$ cat src/hw/rtl/tlca_ram.sv
// ============================================================================
// tlca_ram: generic simple dual-port RAM
// One write port and one read port; the read data is registered.
// ============================================================================
module tlca_ram #(
  parameter int WIDTH = 8,
  parameter int DEPTH = 16,
  localparam int AW = (DEPTH > 1) ? $clog2(DEPTH) : 1
) (
  input  logic             clk_i,
  input  logic             we_i,
  input  logic [AW-1:0]    waddr_i,
  input  logic [WIDTH-1:0] wdata_i,
  input  logic [AW-1:0]    raddr_i,
  output logic [WIDTH-1:0] rdata_o
);

  logic [WIDTH-1:0] mem_q [DEPTH];
  logic [WIDTH-1:0] rdata_q;

  always_ff @(posedge clk_i) begin
    if (we_i) begin
      mem_q[waddr_i] <= wdata_i;
    end
    rdata_q <= mem_q[raddr_i];
  end

  assign rdata_o = rdata_q;

endmodule

$ cat config.mk
export PLATFORM = sky130hd
export DESIGN_NAME = tlca_ram
export DESIGN_NICKNAME = d
export VERILOG_FILES = /design/src/hw/rtl/tlca_ram.sv
export SDC_FILE = /design/constraint.sdc
export NUM_CORES = 1
export LEC_CHECK = 0
export ABC_AREA = 1
export BUFFER_PORTS_ARGS = -buffer_cell sky130_fd_sc_hd__buf_2
export CAP_MARGIN = 20
export CORE_MARGIN = 2
export CORE_UTILIZATION = 65
export DETAILED_ROUTE_END_ITERATION = 7
export MAX_ROUTING_LAYER = met4
export PLACE_DENSITY = 0.84
export SLEW_MARGIN = 30
export SYNTH_ARGS = -nofsm -noshare
export SYNTH_HDL_FRONTEND = slang
export SYNTH_SLANG_ARGS = --single-unit
$ cat constraint.sdc
create_clock -name clk_i -period 2.97 [get_ports clk_i]
set_clock_uncertainty 0.2 [all_clocks]
set_input_delay 0.1485 -clock clk_i [delete_from_list [all_inputs] [get_ports clk_i]]
set_output_delay 0.1485 -clock clk_i [all_outputs]
set_load 0.02 [all_outputs]
After elaboration in Yosys (flattened, before gate mapping)
Memory sizes are Yosys's and may differ from the RTL's. A register that Yosys moved wholly into a read port is not among the register bits.
Cells that the tools add are included.
{"block": "totals", "regBits": 0, "ram_bits": 128, "inputBits": 18, "word_cells": 3, "n_memories": 1}
{"name": "mem_q", "depth": 16, "word_bits": 8, "read_ports": 1, "rd_clocked_by_memory_dff": 1, "wr": 1, "line": "18", "source": "logic [WIDTH-1:0] mem_q [DEPTH];"}
{"block": "classes", "mux": 2}
{"op": "$mux 1", "count": 2}

Depth between registers and ports, before layout
Gate-level depths: netlist of run 1.
{"block": "depth", "depth_word": 2, "mapped_depth": 8, "depth_no_buf": 7}

Worst setup path after synthesis of run 1
Ideal clock, no wire load.
{"block": "synth_timing", "path_type": "input -> register", "startpoint": "in waddr_i[2]", "endpoint": "mem mem_q[10][0], enable pin", "setup_time_ps": 370, "arrival_time_ps": 729, "path_slack_ps": 1671, "path_stages": 2, "n_path_buf": 0, "cell_sequence": "nand3b_1 -> nor2_1"}
{"item": "from (decl)", "line": "12", "source": "input logic [AW-1:0] waddr_i,"}
{"item": "to (decl)", "line": "18"}
Straight into the memory's write port.

==> flow_metrics.py, run 1 <==
metrics = {
    "clocking": {
        "clock_latency_ps": 520,
        "clock-sinks": 136,
        "ctsHoldBuffers": 12,
        "cts_made_buffers": 17,
        "clk_pin_slew_ps": 60,
        "cts_resized": 0,
        "h-tree-depth": 4,
        "cts_buffer_depth": 2,
        "cts_root_buf": "clkbuf_8",
        "post_cts_buffers": 0,
        "cts_tree": "built",
    },
    "min_path": {
        "hold_path.class": "input port to flop",
        "min-delay-start": "we_i",
        "whs_path_depth": 3,
        "min_to": "mem_q[3][3]$_DFFE_PP_",
    },
    "routing": {
        "viasPerCell": 5.75,
        "first_pass_iters": 6,
        "post_drt_wl_per_cell_microns": 19.0,
        "drtAntennaViolNets": 0,
        "drc_errors": 0,
        "drt_iter0_drc": 546,
        "finalWirelength_microns": 13400,
        "vias": 4056,
    },
    "power_and_ir_drop": {
        "p_sw_frac": 0.217,
        "power.internal_mw": 3.58,
        "seqPwrFrac": 0.472,
        "fin_total_pwr_mw": 4.58,
        "peakVddDrop_mv": 0.589,
        "p_per_area_nw_per_um2": 692,
        "clkPwrFrac": 0.465,
        "cellLeakagePower_nw": 2.87,
        "pwr-share-comb": 0.063,
        "p_sw_mw": 0.994,
    },
    "timing": {
        "fin_crit_sh": 0.920,
        "fin_crit_ps": 2730,
        "fmax_ghz": 0.366,
        "slew_violations": 0,
        "finalWorstSetupSlack_ps": 239,
        "worst_pin_slew_ps": 891,
        "rsz0062_at_grt": "no",
        "finalHoldViolCount": 0,
        "tns_ps": 0,
        "setup_viol": 0,
        "max_slew_margin": 0.404,
    },
    "grt": {
        "gr-total-overflow": 0,
        "groute.usage.overall": 0.299,
        "grt_pass1_wl_microns": 20700,
        "grt_max_degree": 65,
        "antenna_found_initial": 0,
        "first_global_vias": 3845,
    },
    "yosys": {
        "ys_types": 12,
        "yosysWarnings": 0,
        "synth_cells": 551,
        "ys_seq_area_frac": 0.694,
        "synth-seq-cells": 136,
        "synth_area_per_cell_sq_um": 10.5,
        "yosysTopAreaCellShare": 0.667,
        "synth_area_sq_um": 5770,
        "yosysTopAreaCell": "edfxtp_1",
        "yosys-top-cells-area": "edfxtp_1 (67%), nand2_1 (11%), nand3_1 (8.4%), inv_1 (6.5%), dfxtp_1 (2.8%)",
        "synth.net_count": 569,
    },
    "critical_path": {
        "startpoint": "raddr_i[2]",
        "worstPathArrival_ps": 2930,
        "cp_data_required_time_ps": 3170,
        "r2r_cells": 8,
        "worstSetupPathType": "input port to flop",
        "r2r_start": "mem_q[11][7]$_DFFE_PP_",
        "worstSetupEndpointType": "flop",
        "setup.worst_path.start_class": "input port",
        "path_max_fanout": 17,
        "reg2reg_slack_ps": 660,
        "regToRegEndpoint": "rdata_o[7]$_DFF_P_",
    },
    "place": {
        "port_buffers": 25,
        "dp_slack_ps": 1220,
        "dp_hpwl_microns": 7390,
        "dpl-instance-area_sq_um": 5900,
        "globalplace.congestion": 0.912,
    },
    "final_layout": {
        "finalNetCount": 604,
        "n_antenna_cell": 0,
        "stdcell_area_sq_um": 6610,
        "syn_to_final_growth_pct": 14.7,
        "drive_gt1_frac": 0.100,
    },
    "die": {
        "die_area_sq_um": 9640,
        "fp.dieH_microns": 98.2,
        "fp.dieW_microns": 98.2,
        "io_pins": 26,
        "start_util": 0.665,
        "core_sq_um": 8680,
        "rows": 34,
    },
    "run_status": {
        "status": "finished clean",
    },
    "job": {
        "max-cap-violations": 0,
    },
}
## how the worst max path moves through the flow
stage | to | slack (ps) | depth (start not counted)
2_1_floorplan | mem_q[10][0]$_DFFE_PP_ | 1670 | 2
3_3_place_gp | mem_q[4][5]$_DFFE_PP_ | 1250 | 3
3_5_place_dp | mem_q[15][5]$_DFFE_PP_ | 1220 | 3
4_1_cts | rdata_o[7]$_DFF_P_ | 350 | 8
5_1_grt | rdata_o[7]$_DFF_P_ | 160 | 8
6_report | rdata_o[7]$_DFF_P_ | 240 | 8
## synthesized netlist by cell type, drive strengths merged
| cell | number |
|---|---|
| nand3 | 97 |
| inv | 102 |
| nor2 | 17 |
| dfxtp | 8 |
| edfxtp | 128 |
| buf | 24 |
| nand3b | 2 |
| nand2 | 173 |
## sequential cells by signal, indices dropped and copies added, names as in the netlist
signal and flops:
mem_q 128, rdata_o 8
## power by group through the flow
stage	Clock (mW)	Combinational (mW)	Sequential, mW
floorplan	0	0.151	2.21
global placement	0	0.252	2.20
detailed placement	0	0.258	2.20
CTS	2.13	0.280	2.16
global route	2.21	0.309	2.16
finish	2.13	0.287	2.16
## routing by layer
layer	vias up	GRT usage	part of all wire
met2	337	0.465	0.48
li1	1841	-	-
met1	1823	0.384	0.36
met3	55	0.0716	0.12
met5	-	-	0
met4	0	0.125	0.037
## worst max-delay path, cell delays in order
cell	delay [ps]
dlygate4sd3_1	530
buf_2	250
inv_1	480
nand3_1	240
nand3_1	110
dlygate4sd3_1	550
nand2_1	50
dlygate4sd3_1	560
## cell usage in the layout (no fill, tap or decap)
master	n
nand2_1	173
nor2_1	17
clkinvlp_4	3
dfxtp_1	8
clkbuf_16	16
nand3b_1	2
buf_12	1
clkinv_4	2
inv_1	100
clkinv_2	4
buf_2	25
bufinv_16	4
buf_4	2
clkbuf_8	1
edfxtp_1	128
nand3_1	97
clkbuf_1	1
inv_2	2
dlygate4sd3_1	12
## kinds of logic after synthesis
| kind of cell | share of synthesized area |
|---|---|
| buffers and inverters | 0.0952 |
| DFF | 0.694 |
| and+or+nand+nor | 0.210 |
## final cells by class
| type | instances | area [sq um] |
|---|---|---|
| inverter | 102 | 383 |
| tap | 108 | 135 |
| sequential | 136 | 4000 |
| multi-input combinational | 289 | 1210 |
| timing repair buffer | 40 | 280 |
| clock buffer | 18 | 418 |
| fill | 529 | 2060 |
| clock inverter | 13 | 180 |
## per-stage QoR
stage           util  hold slack [ps]  cells
6_report       0.762             69.5    706
5_1_grt        0.762             97.8    706
4_1_cts        0.762             57.9    706
3_5_place_dp   0.679              316    663
3_3_place_gp   0.679              308    663
2_1_floorplan      -             47.4    551
No activity file was read; power rests on OpenSTA's default activity.
==> inputs of run 2 (changes only) <==
- clock period: 2.97 -> 3.3 ns (I/O delays scaled with it)
==> run 2 against run 1 <==
Compared with the run above:
- register-to-register slack improved by 880 ps
- non-clock buffer count decreased by 1
- sequential power shrank 10%
- wire length up 2.2%
- final area fell by 0.45%
- critical endpoint is now rdata_o[0]$_DFF_P_
- utilization is 0.35 points lower
==> flow_metrics.py, run 2 (synthesis gave the netlist of run 1 again) <==
metrics = {
    "final_layout": {
        "final_util": 0.759,
        "largest_reg_flops": 128,
        "final_cells": 706,
        "stdcell_area_sq_um": 6580,
        "layout.cells.most_common": "nand2_1",
        "layout_common_cells": "nand2_1 (173), edfxtp_1 (128), inv_1 (100)",
        "regMostFlops": "mem_q",
        "syn_to_final_growth_pct": 14.2,
        "drive_gt1_frac": 0.100,
        "finalNetCount": 603,
        "n_antenna_cell": 0,
    },
    "min_path": {
        "hold_path.class": "input port to flop",
    },
    "job": {
        "max-cap-violations": 0,
    },
    "critical_path": {
        "path_cells": "dlygate4sd3_1 -> buf_2 -> inv_1 -> nand3_1 -> nand3_1 -> dlygate4sd3_1 -> nand2_1",
        "worstSetupEndpointType": "flop",
        "setup.worst_path.start_class": "input port",
        "path_max_fanout": 17,
        "worstSetupPathType": "input port to flop",
        "critical-path-max-stage-delay_ps": 550,
        "worstPathArrival_ps": 2390,
        "crit_path_top_delay_cell": "dlygate4sd3_1",
        "cp_data_required_time_ps": 3520,
    },
    "routing": {
        "post_drt_wl_per_cell_microns": 19.4,
        "vias": 4117,
        "drtAntennaViolNets": 0,
        "drc_errors": 0,
        "first_pass_iters": 5,
        "viasPerCell": 5.83,
        "drt_iter0_drc": 593,
        "finalWirelength_microns": 13700,
    },
    "power_and_ir_drop": {
        "fin_total_pwr_mw": 4.08,
        "p_per_area_nw_per_um2": 620,
        "cellLeakagePower_nw": 2.85,
        "peakVddDrop_mv": 0.409,
    },
    "die": {
        "die_area_sq_um": 9640,
        "rows": 34,
        "io_pins": 26,
        "fp.dieH_microns": 98.2,
        "start_util": 0.665,
        "core_sq_um": 8680,
        "fp.dieW_microns": 98.2,
    },
    "timing": {
        "finalHoldViolCount": 0,
        "worst_pin_slew_ps": 845,
        "fin_crit_ps": 2170,
        "holdWs_ps": 72.3,
        "max_slew_margin": 0.434,
        "fmax_ghz": 0.461,
        "slew_violations": 0,
        "fin_crit_sh": 0.657,
        "setup_viol": 0,
        "tns_ps": 0,
        "finalWorstSetupSlack_ps": 1130,
        "rsz0062_at_grt": "no",
    },
    "clocking": {
        "clock-sinks": 136,
        "clk_pin_slew_ps": 60,
        "clock_latency_ps": 530,
        "cts_made_buffers": 17,
        "h-tree-depth": 4,
        "cts_root_buf": "clkbuf_8",
        "cts_buffer_depth": 2,
        "post_cts_buffers": 0,
        "cts_tree": "built",
    },
    "place": {
        "dp_hpwl_microns": 7370,
        "dp_slack_ps": 1350,
        "port_buffers": 25,
        "placed_cells": 663,
        "dpl-instance-area_sq_um": 5880,
        "globalplace.congestion": 0.844,
    },
    "grt": {
        "antenna_found_initial": 0,
        "grt_max_degree": 65,
        "gr-total-overflow": 0,
        "grt_pass1_wl_microns": 21800,
        "groute.usage.overall": 0.310,
        "first_global_vias": 4221,
    },
    "run_status": {
        "status": "finished clean",
    },
}
-- run 2: cell types whose count changed in the layout (fill, tap and decap cells not counted) --
cell           previous run  this run
buf_4                     2         3
clkinv_1                  0         1
clkinv_2                  4         1
clkinvlp_4                3         4
dlygate4sd3_1            12        11
bufinv_16                 4         3
inv_6                     0         3
buf_12                    1         0
-- run 2: final timing paths --
kind                                             from  depth (start not counted)  slack (ps)               endpoint
worst max-delay path                       raddr_i[2]                          7        1130     rdata_o[0]$_DFF_P_
worst min-delay path                             we_i                          3          70  mem_q[3][3]$_DFFE_PP_
worst max register to register  mem_q[9][0]$_DFFE_PP_                          7        1540     rdata_o[0]$_DFF_P_
worst min register to register  mem_q[4][6]$_DFFE_PP_                          6         480     rdata_o[6]$_DFF_P_
-- run 2: routing by layer --
layer | routed length [microns] | share of wire | track usage | vias to the layer above
met2 | 6860 | 0.50 | 0.488 | 294
li1 | - | - | - | 1839
met3 | 1510 | 0.11 | 0.0759 | 51
met5 | 0 | 0 | - | -
met4 | 484 | 0.035 | 0.151 | 0
met1 | 4830 | 0.35 | 0.382 | 1933
-- run 2: report_power, final --
part | leakage (nW) | switching (mW) | internal, mW | total, mW
logic | 1.35 | 0.186 | 0.0705 | 0.257
registers | 1.22 | 0.0116 | 1.93 | 1.94
clock network | 0.276 | 0.726 | 1.15 | 1.88
total | 2.85 | 0.923 | 3.16 | 4.08
-- run 2: what timing repair did --
action / CTS / global route
endpoints found under the setup margin: 0 / 0
endpoints found under the hold margin: 136 / 0
hold buffers: 11 / 0
gates resized for setup: 0 / 0
-- run 2: worst max-delay path: cells and delay by family --
family	cells	cell delay (ps)
AND/OR/NAND/NOR	3	390
buffers and inverters	4	1830
-- run 2: cell type report --
class	instances	area [sq um]
clock inverter	14	173
clock buffer	18	418
inverter	102	383
sequential	136	4000
fill	501	2090
multi-input combinational	289	1210
tap	108	135
timing repair buffer	39	258
==> inputs of run 3 (changes only) <==
- CORE_UTILIZATION: 65 -> 61
- PLACE_DENSITY: 0.84 -> 0.79
- clock period: 3.3 -> 2 ns (I/O delays scaled with it)
==> run 3 against run 2 <==
Compared with the run above:
- non-clock buffer count is 16 higher
- cell count grew 2.7%
- critical endpoint unchanged
- critical path depth unchanged
- critical path type is now flop to flop
==> flow_metrics.py, run 3 (synthesis gave the netlist of run 1 again) <==
metrics = {
    "final_layout": {
        "n_antenna_cell": 0,
        "fillers": 619,
        "largest_reg_flops": 128,
        "finalNetCount": 619,
        "final_util": 0.728,
        "drive_gt1_frac": 0.114,
        "regMostFlops": "mem_q",
        "syn_to_final_growth_pct": 16.1,
        "layout_common_cells": "nand2_1 (173), edfxtp_1 (128), inv_1 (100)",
        "layout.cells.most_common": "nand2_1",
    },
    "die": {
        "rows": 35,
        "io_pins": 26,
        "fp.dieH_microns": 101,
        "core_sq_um": 9200,
        "start_util": 0.627,
        "die_area_sq_um": 10200,
        "fp.dieW_microns": 101,
    },
    "critical_path": {
        "crit_path_top_delay_cell": "dlygate4sd3_1",
        "critPathBufInv": 2,
        "path_cells": "inv_1 -> nand2_1 -> nand3_1 -> nand3_1 -> nand3_1 -> dlygate4sd3_1 -> nand2_1",
        "worstPathArrival_ps": 1950,
        "cpMostUsedCell": "nand3_1",
        "worstSetupPathType": "flop to flop",
        "path_max_fanout": 1,
        "cp_data_required_time_ps": 2210,
        "worstSetupEndpointType": "flop",
        "crit_family": "buffers and inverters",
        "critical-path-max-stage-delay_ps": 550,
        "setup.worst_path.start_class": "flop",
    },
    "power_and_ir_drop": {
        "cellLeakagePower_nw": 2.93,
        "peakVddDrop_mv": 0.898,
        "seqPwrFrac": 0.492,
        "power.internal_mw": 5.12,
        "clkPwrFrac": 0.443,
        "p_per_area_nw_per_um2": 974,
        "p_sw_mw": 1.40,
        "p_sw_frac": 0.215,
        "pwr-share-comb": 0.064,
    },
    "routing": {
        "finalWirelength_microns": 12800,
        "drtAntennaViolNets": 0,
        "first_pass_iters": 6,
        "drt_iter0_drc": 413,
        "viasPerCell": 5.39,
        "post_drt_wl_per_cell_microns": 17.6,
        "drc_errors": 0,
        "vias": 3907,
    },
    "timing": {
        "fmax_ghz": 0.573,
        "tns_ps": 0,
        "max_slew_margin": 0.527,
        "fin_crit_ps": 1750,
        "rsz0062_at_grt": "no",
        "fin_crit_sh": 0.873,
        "slew_violations": 0,
        "finalHoldViolCount": 0,
        "setup_viol": 0,
        "worst_pin_slew_ps": 707,
    },
    "clocking": {
        "cts_resized": 0,
        "cts_root_buf": "clkbuf_8",
        "h-tree-depth": 4,
        "cts_buffer_depth": 2,
        "clock-sinks": 136,
        "cts_made_buffers": 17,
        "clock_latency_ps": 520,
        "clk_pin_slew_ps": 60,
        "cts_tree": "built",
    },
    "grt": {
        "grt_pass1_wl_microns": 19700,
        "antenna_found_initial": 0,
        "groute.usage.overall": 0.277,
        "first_global_vias": 3890,
        "gr-total-overflow": 0,
        "grt_max_degree": 65,
    },
    "place": {
        "dp_hpwl_microns": 7620,
        "port_buffers": 25,
        "globalplace.congestion": 0.927,
    },
    "job": {
        "max-cap-violations": 0,
    },
    "run_status": {
        "status": "finished clean",
    },
    "min_path": {
        "hold_path.class": "input port to flop",
    },
}
run 3: worst register-to-register path: stages (launching register included):
cell and delay, ps:
edfxtp_1 380, inv_1 60, nand2_1 60, nand3_1 70, nand3_1 140, nand3_1 120
dlygate4sd3_1 550, nand2_1 60
run 3: worst paths after layout:
path | slack, ps | startpoint | end | cells after the start
max reg2reg | 250 | mem_q[8][0]$_DFFE_PP_ | rdata_o[0]$_DFF_P_ | 7
min reg2reg | 480 | mem_q[12][5]$_DFFE_PP_ | rdata_o[5]$_DFF_P_ | 6
min | 30 | waddr_i[2] | mem_q[7][5]$_DFFE_PP_ | 4
max | 250 | mem_q[8][0]$_DFFE_PP_ | rdata_o[0]$_DFF_P_ | 7
run 3: final cells by class:
| cell class | count | area [sq um] | share of cell area |
|---|---|---|---|
| Clock inverter | 8 | 100 | 0.0149 |
| Tap cell | 111 | 139 | 0.0207 |
| Sequential cell | 136 | 4000 | 0.598 |
| Clock buffer | 24 | 450 | 0.0673 |
| Inverter | 102 | 383 | 0.0572 |
| Multi-Input combinational cell | 289 | 1210 | 0.181 |
| Timing Repair Buffer | 55 | 408 | 0.0609 |
run 3: repair_timing:
item | in CTS | in global routing
hold buffers | 13 | 0
buffers inserted | 0 | 0
hold endpoints to repair | 149 | 0
run 3: stage by stage:
| step | cells | worst slack [ps] | total power, mW | hold WS, ps | instance area [sq um] |
|---|---|---|---|---|---|
| 3_3_place_gp | 680 | 494 | 3.65 | 275 | 6020 |
| 6_report | 725 | 254 | 6.52 | 30.9 | 6700 |
| 5_1_grt | 725 | 201 | 6.71 | 34.7 | 6700 |
| 2_1_floorplan | 551 | 749 | 3.51 | -1.13 | 5770 |
| 3_5_place_dp | 680 | 422 | 3.66 | 284 | 6020 |
| 4_1_cts | 725 | 280 | 6.54 | 4.55 | 6700 |
run 3: routing by layer:
layer / wire length (microns) / track usage
met1: 5120 / 0.351
met2: 6270 / 0.423
met3: 1070 / 0.0704
met4: 323 / 0.127
met5: 0 / -
run 3: power by group through the flow:
stage	combinational (mW)	clock [mW]	sequential, mW
after floorplan	0.225	0	3.28
after detailed placement	0.392	0	3.27
after CTS	0.416	2.91	3.21
final	0.419	2.89	3.21
after global placement	0.383	0	3.27
after global routing	0.460	3.04	3.21
